**src/taik_div.sv**
```systemverilog
`default_nettype none
module taik_div (
    input  wire logic        i_clk,
    input  wire logic        i_rst_n,
    input  wire logic        i_start,
    input  wire logic [51:0] i_num,
    input  wire logic [50:0] i_den,
    output logic             o_done,
    output logic             o_ok,
    output logic [30:0]      o_quot
);

    logic        r_busy;
    logic        r_done;
    logic        r_ok;
    logic [4:0]  r_cnt;
    logic [51:0] r_rem;
    logic [50:0] r_den;
    logic [30:0] r_quot;
    logic [51:0] w_sh;

    assign w_sh = {r_rem[50:0], 1'b0};

    always_ff @(posedge i_clk) begin
        if (!i_rst_n) begin
            r_busy <= 1'b0;
            r_done <= 1'b0;
        end else begin
            r_done <= 1'b0;
            if (i_start) begin
                r_rem  <= i_num;
                r_den  <= i_den;
                r_quot <= 31'd0;
                r_cnt  <= 5'd0;
                if ((i_den == 51'd0) || (i_num > {1'b0, i_den})) begin
                    r_ok   <= 1'b0;
                    r_done <= 1'b1;
                end else if (i_num == {1'b0, i_den}) begin
                    r_ok   <= 1'b1;
                    r_quot <= 31'h4000_0000;
                    r_done <= 1'b1;
                end else begin
                    r_ok   <= 1'b1;
                    r_busy <= 1'b1;
                end
            end else if (r_busy) begin
                if (w_sh >= {1'b0, r_den}) begin
                    r_rem  <= w_sh - {1'b0, r_den};
                    r_quot <= {r_quot[29:0], 1'b1};
                end else begin
                    r_rem  <= w_sh;
                    r_quot <= {r_quot[29:0], 1'b0};
                end
                r_cnt <= r_cnt + 5'd1;
                if (r_cnt == 5'd29) begin
                    r_busy <= 1'b0;
                    r_done <= 1'b1;
                end
            end
        end
    end

    assign o_done = r_done;
    assign o_ok   = r_ok;
    assign o_quot = r_quot;

endmodule
`default_nettype wire

```
**config.mk**
```make
export PLATFORM = sky130hd
export DESIGN_NAME = taik_div
export DESIGN_NICKNAME = d
export VERILOG_FILES = /design/src/taik_div.sv
export SDC_FILE = /design/constraint.sdc
export NUM_CORES = 1
export LEC_CHECK = 0
export BUFFER_PORTS_ARGS = -buffer_cell sky130_fd_sc_hd__buf_2
export CORE_MARGIN = 2
export CORE_UTILIZATION = 55
export CTS_CLUSTER_SIZE = 25
export DETAILED_ROUTE_END_ITERATION = 6
export GPL_ROUTABILITY_DRIVEN = 0
export GPL_TIMING_DRIVEN = 0
export PLACE_DENSITY_LB_ADDON = 0.1
export REMOVE_ABC_BUFFERS = 1
export SETUP_SLACK_MARGIN = 0.02
export SYNTH_ARGS = -nofsm -noshare
export SYNTH_HDL_FRONTEND = slang
export SYNTH_SLANG_ARGS = --single-unit
```
**constraint.sdc**
```tcl
create_clock -name i_clk -period 8.9 [get_ports i_clk]
set_input_delay 1.78 -clock i_clk [delete_from_list [all_inputs] [get_ports i_clk]]
set_output_delay 1.78 -clock i_clk [all_outputs]
set_load 0.01 [all_outputs]
```
# Word level (Yosys, flattened, before mapping)
# Index checks and enable logic that the tools add are counted.
[totals] reg_bits=141 in_bits=106 output_inout_bits=33 wordCells=41
[op_classes] add_sub_neg=2 magnitude_cmp=2 eq_ne=4 mux=20 reduce_logical=6
[op_table] operator="$mux 51" n=3
[op_table] operator="$mux 31" n=4
[op_table] operator="$eq 52x51->1" n=1
[op_table] operator="$ge 52x51->1" n=1
[op_table] operator="$gt 52x51->1" n=1
[op_table] operator="$logic_not 51->1" n=1
[op_table] operator="$sub 51x51->51" n=1
[op_table] operator="$mux 1" n=12
[op_table] operator="$reduce_and 2->1" n=3
[op_table] operator="$add 5x1->5 const B" n=1
[op_table] operator="$eq 5x5->1 const B" n=1
[op_table] operator="$mux 5" n=1
[op_table] operator="$ne 2x2->1 const B" n=2
[op_table] operator="$reduce_bool 2->1" n=1
[op_table] operator="$logic_or 1x1->1" n=1

# Depth between registers and ports, before layout
[depth] ltp_word=4 depth_mapped=15

# Worst setup path after synthesis
# Ideal clock, no wire load.
[synth_path] kind="input to register" startpoint="input i_start" endpoint="register r_quot[0] (netlist: o_quot[0]), enable pin" arrival_time_ns=4.062 path_slack_ns=4.384 cell_stages=2 path_buffers=1 cell_sequence="clkbuf_1 -> o21a_1"
[synth_between] elab_chain_len=2
[synth_lines] element="start, declared" line="5" text="input wire logic i_start,"
[synth_lines] element="$reduce_bool 2->1 (no line)"
[synth_lines] element="$reduce_and 2->1 (no line)"
[synth_lines] element="end signal, assigned" line="49" text="r_quot <= {r_quot[29:0], 1'b1};"
[synth_lines] element="end signal, assigned" line="52" text="r_quot <= {r_quot[29:0], 1'b0};"
[synth_lines] element="end, declared" line="19" text="logic [30:0] r_quot;"
# No other way between the ends.
# A chain may end at the register's enable or synchronous reset.

# Worst setup path after layout
[layout_path] startpoint="input i_den[1]" endpoint="register r_done (netlist: o_done)"
[layout_between] elab_chain_len=4 word_cells_on_any_way=7 cone_classes="order compare (1); eq/ne (1); mux (3); reduce/logical (2)"
[layout_lines] element="start, declared" line="7" text="input wire logic [50:0] i_den,"
[layout_lines] element="$gt 52x51->1 (tied with other cells)" line="35" text="if ((i_den == 51'd0) || (i_num > {1'b0, i_den})) begin"
[layout_lines] element="$logic_or 1x1->1 / $mux 1 (equally long branches)" line="35, 38"
[layout_lines] element="$mux 1 *" line="35"
[layout_lines] element="$mux 1 *" line="30" text="if (i_start) begin"
[layout_lines] element="end signal, assigned" line="29" text="r_done <= 1'b0;"
[layout_lines] element="end signal, assigned" line="37" text="r_done <= 1'b1;"
[layout_lines] element="end signal, assigned" line="41" text="r_done <= 1'b1;"
[layout_lines] element="end, declared" line="14" text="logic r_done;"
# Every way passes the cells marked *; elsewhere a longest branch is shown, timed or not.

==> out/qor.csv <==
stage,metric,value,unit
synth,simple-gate portion of the synthesized area,13.5,%
global_route,grt ovf,0,
placement,DP HPWL,18.9,mm
min_path,Hold Path Sink,r_busy,
route,WL/cell,17.8,µm
pwr,Sw Ratio,33.4,%
cts,"Hold-fix buffers, CTS",0,
floorplanning,die area,19500,µm²
floorplanning,Row Count,49,
synth,synthesized area per cell,9.77,µm²
timing,final-report hold violation count,0,
synth,Synth Instances,1036,
synth,ranking of synthesized cells by area,"edfxtp_1, ha_1, inv_1",
synth,ys flop type,edfxtp_1,
cts,CTS resizes,0,
timing,# setup viols final,0,
worst_setup_path,r2r worst-path depth,12,
global_route,vias in the first global route,8157,
pwr,switching power,0.718,mW
cts,htree depth,4,
synth,Yosys top cell by area,edfxtp_1,
route,Vias/cell,5.88,
placement,port bufs,138,
floorplanning,die width,140,µm
worst_setup_path,most frequent cell on the critical path,o21a_1,
worst_setup_path,Crit-path slowest cell,a221o_1,
route,via count,8242,
synth,adder-cell area share of the yosys netlist,13.0,%
pwr,Peak supply drop,0.141,mV
synth,sequential share of the synthesized area,41.6,%
pwr,P_leak,5.27,nW
layout,"Core Util, Final",64.8,%
timing,final-report max-slew violation count,0,
synth,Post-synth ARST share,0,%
route,Routed Antenna Nets,0,
floorplanning,die height,140,µm
worst_setup_path,crit-path max cell delay,560,ps
route,Pre-Repair DR Iteration Count,5,
cts,clock buffer depth,2,
timing,slew at the pin closest to its max-slew limit,953,ps
pwr,Int Power,1.43,mW
floorplanning,core area,18000,µm²
timing,Max-slew headroom,35.9,%
route,post-route DRC violation count,0,
cts,total CTS buffers,17,
worst_setup_path,crit start category,input port,
min_path,WHS Path Cells,2,
global_route,initial antenna violation count,2,
timing,setup_tns,0,ps
pwr,sequential share of power,38.0,%
cts,clk sink count,141,
worst_setup_path,"Max FO, Critical Path",3,
worst_setup_path,reg-to-reg endpoint,r_rem[37],
timing,Worst Skew,14.4,ps
route,drt total wl,25.0,mm
cts,CTS tree,done,
pwr,Clk pwr share,33.9,%
job,maxcap violations,0,
timing,Tmin final,4460,ps
worst_setup_path,Critical Path AT,4790,ps
global_route,largest net degree at the start of global routing,95,
synth,combinational family with the most area after synthesis,compound AO/OA/AOI/OAI gates,
worst_setup_path,crit end category,flip-flop,
synth,synth unique cells,63,
worst_setup_path,CP Cell Sequence,buf_2 > inv_1 > ha_1 > nor2b_1 > o21a_1 > o21a_1 > o21ai_0 > o2111ai_1 > a221o_1 > a221oi_1 > a21boi_0 > o21a_1,
timing,RSZ-0062 raised after global routing,false,
synth,yosys warns,0,
layout,area growth from synthesis to layout,15.4,%
synth,Post-synth EDFFs,139,
layout,Layout Nets,1370,
layout,layout cells sized above 1,16.3,%
worst_setup_path,worst reg-to-reg setup slack,4630,ps
min_path,hold_sp,r_busy,
worst_setup_path,Critical Path RT,9230,ps
worst_setup_path,RR Startpoint,r_rem[0],
pwr,pwr dens,184,nW/µm²
synth,post-synthesis register bit count,141,
worst_setup_path,crit path kind,in -> reg,
timing,"Period Utilization, post-route",50.1,%
synth,Post-Synth XOR/XNOR Area,4.50,%
floorplanning,Starting Density,56.2,%
cts,clock root buffer master,clkbuf_16,
synth,Syn Std Cell Area,10100,µm²
run_status,outcome,"complete, no violations",
global_route,first-pass GRT wire length,40.6,mm
pwr,Logic pwr share,28.1,%
cts,clock latency on the worst-skew pair,440,ps
min_path,Hold WC Path Type,reg -> reg,
synth,mux contribution to synthesized area,3.71,%
cts,post-CTS setup repair buffer count,0,
synth,compound-gate portion of the synthesized area,17.5,%
cts,clock slew at reported path FFs,70,ps
timing,highest clock rate,224,MHz
route,DRT iter0 DRCs,604,
floorplanning,I/O pins,139,
global_route,GRT Overall Usage,26.1,%
synth,Synth top area share,41.2,%
layout by cell type (no fill, tap or decap), drive strengths merged, types with 14 or more instances in the layout:
| cell | count |
|---|---|
| edfxtp | 139 |
| inv | 127 |
| a21oi | 84 |
| nor2 | 31 |
| clkbuf | 17 |
| buf | 143 |
| nand2 | 78 |
| nor2b | 36 |
| mux2i | 27 |
| xnor2 | 27 |
| nand4 | 28 |
| ha | 104 |
| nor4 | 19 |
| a21o | 43 |
| xor2 | 25 |
| nand3 | 14 |
| o21ai | 79 |
| nor3b | 18 |
critical path, delay by kind of cell:
| family | cells | cell delay, ps |
|---|---|---|
| adders and majority gates | 1 | 270 |
| buffers and inverters | 2 | 220 |
| AOI/OAI and AO/OA | 8 | 2400 |
| and+or+nand+nor | 1 | 130 |
synthesized netlist by cell type (25+ instances only):
cell	instances
edfxtp_1	139
inv_1	121
ha_1	104
a21oi_1	83
nand2_1	78
o21ai_0	60
a21o_1	43
nor2b_1	36
nor2_1	31
clkbuf_1	29
nand4_1	28
mux2i_1	27
xnor2_1	27
xor2_1	25
worst max-delay path by stage:
| stage | end | depth (start not counted) | startpoint | slack (ps) |
|---|---|---|---|---|
| 3_5_place_dp | o_done | 12 | i_den[1] | 4060 |
| 4_1_cts | o_done | 12 | i_den[1] | 4490 |
| 2_1_floorplan | o_quot[0] | 1 | i_rst_n | 4660 |
| 6_report | o_done | 12 | i_den[1] | 4440 |
| 5_1_grt | o_done | 12 | i_den[1] | 4350 |
| 3_3_place_gp | r_rem[20] | 2 | i_start | 1770 |
power groups by stage:
stage	clock, mW	combinational [mW]	sequential (mW)
6_report	0.729	0.603	0.816
5_1_grt	0.764	0.672	0.821
4_1_cts	0.737	0.600	0.816
3_5_place_dp	0	0.595	0.829
3_3_place_gp	0	0.574	0.833
2_1_floorplan	0	0.415	0.831
logic make-up (layout without fill, tap and decap cells):
group                    Yosys count  count (layout)
adder cells (fa/ha/maj)          105             105
AND/OR/NAND/NOR                  261             261
buffers and inverters            160             296
multiplexers                      36              36
other                              0               1
XOR/XNOR                          52              52
flip-flops                       141             141
AO/OA/AOI/OAI                    281             281
state kept, by name (all words and copies together), names as in the netlist:
| name | flops |
|---|---|
| r_den | 51 |
| r_rem | 51 |
| o_quot | 31 |
| r_cnt | 5 |
| o_done | 1 |
| o_ok | 1 |
| r_busy | 1 |
area by class of cell:
class                   instances  area [µm²]
fillers                      1494        6340
multi-input cells             735        5290
flip-flops and latches        141        4210
repair buffers                143         816
inverters                     121         454
clock buffers                  17         425
well taps                     229         287
clock inverters                15         196
diodes                          1        2.50
stage by stage:
stage	instances	worst slack, ps	hold slack, ps	area (µm²)	power (mW)
6_report	1402	4440	544	11700	2.15
5_1_grt	1401	4350	584	11700	2.26
4_1_cts	1401	4490	544	11700	2.15
3_5_place_dp	1369	4060	534	11100	1.42
3_3_place_gp	1364	1770	520	10900	1.41
2_1_floorplan	997	4660	491	9950	1.25
routing by layer:
metal  vias to the layer above  global-route usage (%)  part of all wire [%]
li1                       4033                       -                     -
met1                      3883                    36.7                    46
met2                       275                    39.7                    44
met3                        47                    6.26                   7.8
met4                         4                    8.89                   2.3
met5                         -                       0                  0.11
No activity file was read; power rests on OpenSTA's default activity.
