--- src/taik_sqrt.sv ---
`default_nettype none
module taik_sqrt (
    input  wire logic        i_clk,
    input  wire logic        i_rst_n,
    input  wire logic        i_start,
    input  wire logic [63:0] i_value,
    output logic             o_done,
    output logic [31:0]      o_root
);

    logic        r_busy;
    logic        r_done;
    logic [63:0] r_rem;
    logic [63:0] r_res;
    logic [63:0] r_bit;
    logic [63:0] w_trial;

    assign w_trial = r_res + r_bit;

    always_ff @(posedge i_clk) begin
        if (!i_rst_n) begin
            r_busy <= 1'b0;
            r_done <= 1'b0;
        end else begin
            r_done <= 1'b0;
            if (i_start) begin
                r_busy <= 1'b1;
                r_rem  <= i_value;
                r_res  <= 64'd0;
                r_bit  <= 64'h4000_0000_0000_0000;
            end else if (r_busy) begin
                if (r_rem >= w_trial) begin
                    r_rem <= r_rem - w_trial;
                    r_res <= (r_res >> 1) + r_bit;
                end else begin
                    r_res <= r_res >> 1;
                end
                r_bit <= r_bit >> 2;
                if (r_bit == 64'd1) begin
                    r_busy <= 1'b0;
                    r_done <= 1'b1;
                end
            end
        end
    end

    assign o_done = r_done;
    assign o_root = r_res[31:0];

endmodule
`default_nettype wire

--- config.mk ---
export PLATFORM = sky130hd
export DESIGN_NAME = taik_sqrt
export DESIGN_NICKNAME = d
export VERILOG_FILES = /design/src/taik_sqrt.sv
export SDC_FILE = /design/constraint.sdc
export NUM_CORES = 1
export LEC_CHECK = 0
export BUFFER_PORTS_ARGS = -buffer_cell sky130_fd_sc_hd__clkbuf_2
export CORE_MARGIN = 2
export CORE_UTILIZATION = 44
export CTS_CLUSTER_DIAMETER = 100
export DETAILED_ROUTE_END_ITERATION = 8
export PLACE_DENSITY_LB_ADDON = 0.2
export SETUP_SLACK_MARGIN = 0.5
export SLEW_MARGIN = 10
export SYNTH_ARGS = -nofsm -noshare
export SYNTH_HDL_FRONTEND = slang
export SYNTH_SLANG_ARGS = --single-unit
--- constraint.sdc ---
create_clock -name i_clk -period 13.87 [get_ports i_clk]
set_clock_uncertainty 0.05 [all_clocks]
set_input_delay 0.6935 -clock i_clk [delete_from_list [all_inputs] [get_ports i_clk]]
set_output_delay 0.6935 -clock i_clk [all_outputs]
set_load 0.1 [all_outputs]
# Word-level counts from Yosys, hierarchy flattened
# Index checks and enable logic that the tools add are counted.
dict set report word_totals {
  romBits 0
  mem_bits_rw 0
  ff_bits 162
  memories 0
  wordCells 27
  latch_bits 0
}
dict set report op_classes {
  n_shift 0
  magnitude_cmp 1
  eq_ne 1
  mux 10
  n_mul 0
  addsub 3
  reduce_logical 5
  n_div 0
  bitwise_logic 2
}
# op n
set ops {}
lappend ops {{two-way mux 64 bit} 5}
lappend ops {{adder 63 x 63 -> 64 bit} 1}
lappend ops {{adder 64 x 63 -> 64 bit} 1}
lappend ops {{>= comparator 64 bit} 1}
lappend ops {{subtractor 64 bit} 1}
lappend ops {{two-way mux 63 bit} 1}
lappend ops {{equality test 32 x 1 -> 1 bit, second input constant} 1}
lappend ops {{two-way mux 1 bit} 4}
lappend ops {{nonzero test 2 bit} 2}
lappend ops {{AND reduction 3 bit} 1}
lappend ops {{OR reduction 3 bit} 1}
lappend ops {{inverter 1 bit} 2}
lappend ops {{AND reduction 2 bit} 1}

# Logic depth before layout (Yosys ltp)
dict set report logic_depth {
  word_depth 5
  depth_mapped 27
}

# Worst setup path after synthesis
# Ideal clock, no wire load.
dict set report synth_path {
  kind {reg-to-reg}
  from {reg r_bit[0]}
  to {reg r_rem[0] (enable)}
  path_buffers 3
  slack_ns 5.678
  t_required_ns 13.313
  path_stages_with_launch 24
  t_arrival_ns 7.635
  path_cell_list {edfxtp_1 ha_1 ha_1 a21o_1 a31oi_1 o21ai_0 a21o_1 a21boi_0 o21ai_0 a21oi_1 o21ai_0 a21o_1 nand2_1 xor2_1 ha_1 clkbuf_1 nand4_1 o31ai_1 a21oi_1 o32ai_1 nor2_1 buf_2 buf_4 a21oi_1}
}
dict set report synth_between {
  elab_chain_len 4
}
# item line
set synth_rtl {}
lappend synth_rtl {{start: declaration} 15} ;# logic [63:0] r_bit;
lappend synth_rtl {{start signal: assignment} 38} ;# r_bit <= r_bit >> 2;
lappend synth_rtl {{adder 64 x 63 -> 64 bit} 18} ;# assign w_trial = r_res + r_bit;
lappend synth_rtl {{>= comparator 64 bit} 32} ;# if (r_rem >= w_trial) begin
lappend synth_rtl {{nonzero test 2 bit (no line)} --}
lappend synth_rtl {{AND reduction 3 bit (no line)} --}
lappend synth_rtl {{end signal: assignment} 28} ;# r_rem <= i_value;
lappend synth_rtl {{end signal: assignment} 33} ;# r_rem <= r_rem - w_trial;
lappend synth_rtl {{end: declaration} 13} ;# logic [63:0] r_rem;
# Every way passes these cells.
# A chain may end at the register's enable or synchronous reset.

# Final worst setup path
dict set report layout_path {
  from {reg r_res[2]}
  to {reg r_rem[57] (enable)}
}
dict set report layout_between {
  elab_chain_len 4
}
# item line
set layout_rtl {}
lappend layout_rtl {{start: declaration} 14} ;# logic [63:0] r_res;
lappend layout_rtl {{start signal: assignment} 34} ;# r_res <= (r_res >> 1) + r_bit;
lappend layout_rtl {{start signal: assignment} 36} ;# r_res <= r_res >> 1;
lappend layout_rtl {{adder 64 x 63 -> 64 bit} 18}
lappend layout_rtl {{>= comparator 64 bit} 32}
lappend layout_rtl {{nonzero test 2 bit (no line)} --}
lappend layout_rtl {{AND reduction 3 bit (no line)} --}
# Every way passes these cells.

==> results.txt <==
The run finished with clean final reports. The initial cell density of the core came out at 0.447. The clock transition at the registers of the reported paths is ~0.07 ns. TritonCTS built the clock tree. STA classifies the critical path endpoint as a register. Sorting the synthesized cells by how often they occur yields 181 x nand2_1, 160 x edfxtp_1, 160 x o21ai_0. Of the available clock period, the critical path in the final layout requires 0.580. Relative to the synthesized area, the layout overhead comes to 7.83%. The maximum number of pins on one net before global-route repair is between 100 and 150.

After the last flow step, the layout net total stands at around 2000. The maximum resistive drop on vdd is 0.0926 mV. The final critical delay including setup and external delays came out at a little over 8 ns. The share of synthesized area in the top cell type comes to 0.320. Setup repair after global routing left no endpoint under its margin. The kind of cell adding the most delay to the critical path is compound AO/OA/AOI/OAI gates.

The wire length of the first global-routing pass is 69200 microns. The synthesized design contains 162 register bits. Counting every instance in the synthesized netlist gives ~1700. The sum of buffers and inverters on the critical path came out at 2.

After detailed placement, the total cell area comes to 15600 sq um. The critical-path maximum fanout came out at 39. The startpoint identified for the worst hold timing path is r_busy$_SDFF_PN0_. The leakage power is 6.15 nW. The count of filler cells inserted in the layout is between 3000 and 4000. The largest single stage delay on the critical path is about 0.92 ns. The worst slack on hold paths is between 0.4 and 0.5 ns. The number of antenna violations at the first check in global routing is 0.

The first detailed-routing pass took 6 iterations. The element type at the critical path start is a register. The number of instances on the worst hold path came out at 1. The slowest stage of the critical path belongs to the cell a21oi_4. The reg2reg setup slack is between 5 and 6 ns. After global routing the overflow that remains totals 0. The headroom to the max-slew limit came out at 0.240. The aggregate routed wire length came out at approximately 44000 microns. The most used flip-flop cell after synthesis is edfxtp_1. The number of vias in the routed layout is approximately 13000.

The tree is rooted in a clkbuf_16. Counting every net in the synthesized netlist gives 1933. The vias per cell is 5.98. The area inside the core boundary came out at 33600 sq um.

The setup path with the least slack is of type reg -> reg. In this run the critical register-to-register path is captured at r_rem[57]$_DFFE_PP_. At the worst endpoint, the arrival time is approximately 8 ns.

The path category of the worst min-delay check is reg -> reg. For the final routed database, the setup TNS stands at 0 ns. Yosys mapped the design onto slightly above 80 distinct sky130hd cell types. The summed area of non-filler cells in the final layout came out at between 15000 and 20000 sq um. The number of primary I/O pins is 100.

Of all cell types, the one taking the most synthesized area is edfxtp_1. The most common cell in the synthesized netlist is nand2_1. The largest buffer count on any clock path came out at 2.

The y dimension of the die is around 190 microns. STA puts the critical path data required time at 13.91 ns. The post-synthesis async set-or-reset flop share came out at 0. The residual antenna-violating net count after detailed routing is 0. The power density of the placed cells is between 100 and 150 nW/um^2. The count of yosys warnings during synthesis is 0. The die width is 189 microns. The half-perimeter wire length after placement is roughly 34000 microns. The count of endpoints failing hold in the final timing report came out at 0. For this run, the total global-route usage over all layers was measured as 0.246.

The number of cells on the worst reg-to-reg path came out at 21. The clock tree synthesis step divided the H-tree into 4 levels. In this run, synthesis inferred 160 flip-flops with an integrated enable. By area the synthesized netlist is led by edfxtp_1 32%, ha_1 11%, o21ai_0 5.3%, xnor2_1 5.1%, xor2_1 4.8%.

For this run, the register share of the synthesized area comes to 0.322. The per-cell routed wire length is 19.8 microns. The signal on the critical path passes through ha_1, a31o_2, a31oi_1, o21ai_0, a21oi_1, o21ai_0, a31oi_1, o21ai_0, xnor2_1, ha_1, a21o_1, a21o_1, a21o_1, a21oi_1, o31ai_1, a21oi_1, o32ai_2, nor2_4, buf_4, a21oi_4, buf_4. The count of pins over their slew limit is 0. The count of routing violations after the opening detailed-route iteration came out at approximately 1200.

The per-instance average area after synthesis is 8.66 sq um. For hold timing, the worst endpoint is o_done$_SDFF_PP0_. The number of global-route vias before repair is approximately 13000. The number of max-cap violations came out at 0. The count of standard-cell rows is 67.

In the final layout, flip-flops and latches occupy between 4000 and 5000 sq um. The startpoint identified for the worst register-to-register timing path is r_res[2]$_SDFFCE_PP0P_. Setup violations remaining at the end of the flow were counted as 0. For the pin with the worst max-slew slack, the measured transition is 1.14 ns. The latest clock arrival within the worst-skew pair came out at 0.45 ns. The post-CTS setup-driven buffer insertion count is 0. 0 antenna diodes ended up in the layout.

The number of clock buffers inserted by TritonCTS came out at 17. The maximum operating frequency is roughly 120 MHz. The total die area came out at about 36000 sq um.

During placement, the flow inserted port buffers numbering just under 100. In the final layout, the multi-input gates occupy ~9500 sq um. The remaining design rule violation count came out at 0.

In the final layout, the share of cells above drive strength 1 is 0.109. The post-cts repair resize count is 0. The critical path depth in cells came out at 21. After clock tree synthesis, the flow added hold-fix buffers numbering 0. The congestion estimate from routability-driven global placement came to about 0.94. The cell area after synthesis came out at around 15000 sq um. CTS saw 162 sinks.
==> how the worst max path moves through the flow <==
stage                          endpoint  slack, ns                    from
global route        r_rem[57]$_DFFE_PP_       5.20  r_res[2]$_SDFFCE_PP0P_
finish              r_rem[57]$_DFFE_PP_       5.82  r_res[2]$_SDFFCE_PP0P_
detailed placement  r_rem[63]$_DFFE_PP_       5.91  r_res[2]$_SDFFCE_PP0P_
global placement    r_rem[63]$_DFFE_PP_       6.18  r_res[2]$_SDFFCE_PP0P_
CTS                 r_rem[54]$_DFFE_PP_       5.90  r_res[2]$_SDFFCE_PP0P_
floorplan            r_rem[0]$_DFFE_PP_       5.68  r_bit[0]$_SDFFCE_PP0P_
==> placed cells by master, fill, tap and decap left out, types with 6 or more instances in the layout <==
cell type  count
a211oi_1      25
a21boi_0       6
a21o_1        45
a21oi_1      119
a31o_2        17
a31oi_1       65
and2_1        15
and3_1        14
clkbuf_16     17
clkbuf_2      98
edfxtp_1     160
ha_1         130
inv_1         37
nand2_1      181
nand2b_1       9
nand3_1       34
nand4_1       36
nor2_1       145
nor2b_1       53
nor3_1        28
nor4_1        14
o211ai_1       7
o21a_1        10
o21ai_0      160
o21ai_1        6
o21bai_1      31
o31ai_1       10
or3_1         11
xnor2_1       87
xor2_1        82
==> metrics by stage <==
stage | util | total power [mW] | cells | setup slack, ns
final | 0.482 | 2.34 | 2215 | 5.82
after global placement | 0.465 | 1.83 | 2184 | 6.18
after CTS | 0.482 | 2.34 | 2215 | 5.90
after floorplan | - | 1.58 | 1735 | 5.68
after detailed placement | 0.465 | 1.84 | 2184 | 5.91
after global routing | 0.482 | 2.49 | 2215 | 5.20
==> sequential cells by signal, indices dropped and copies added, names as in the netlist <==
signal  cells
o_done      1
r_res      64
r_busy      1
r_bit      32
r_rem      64
==> final cells by class <==
type	instances	share of cell area
multi-input combinational	1432	0.589
sequential	162	0.299
tap	448	0.0346
timing repair buffer	103	0.0328
clock buffer	18	0.0265
clock inverter	13	0.00926
inverter	39	0.00919
==> report_power, final <==
group          total (mW)  internal, mW  switching (mW)
registers           0.699         0.630          0.0685
logic                1.15         0.418           0.731
clock network       0.492         0.268           0.225
total                2.34          1.32            1.02
==> cells by family (layout without fill, tap and decap cells) <==
family / Yosys count / count (layout) / share of synthesized area
flip-flops: 162 / 162 / 0.322
multiplexers: 9 / 9 / 0.00633
XOR/XNOR: 169 / 169 / 0.0985
adder cells (fa/ha/maj): 131 / 131 / 0.110
AO/OA/AOI/OAI: 560 / 560 / 0.240
AND/OR/NAND/NOR: 563 / 563 / 0.179
buffers and inverters: 141 / 173 / 0.0445
==> layer usage <==
metal | wire length, microns | vias up | part of all wire | track usage
li1 | - | 6447 | - | -
met1 | 21800 | 6293 | 0.50 | 0.375
met2 | 18300 | 452 | 0.42 | 0.362
met3 | 3040 | 44 | 0.069 | 0.0345
met4 | 767 | 0 | 0.017 | 0.0655
met5 | 0 | - | 0 | 0
==> worst reg2reg max path, stage by stage (launching register included) <==
cell and delay, ns:
edfxtp_1 0.48, ha_1 0.39, a31o_2 0.18, a31oi_1 0.15, o21ai_0 0.71, a21oi_1 0.31
o21ai_0 0.59, a31oi_1 0.27, o21ai_0 0.26, xnor2_1 0.11, ha_1 0.41, a21o_1 0.15
a21o_1 0.10, a21o_1 0.13, a21oi_1 0.10, o31ai_1 0.36, a21oi_1 0.14, o32ai_2 0.90
nor2_4 0, buf_4 0.32, a21oi_4 0.93, buf_4 0.63
Note: power is estimated with default switching activity, not from simulation.
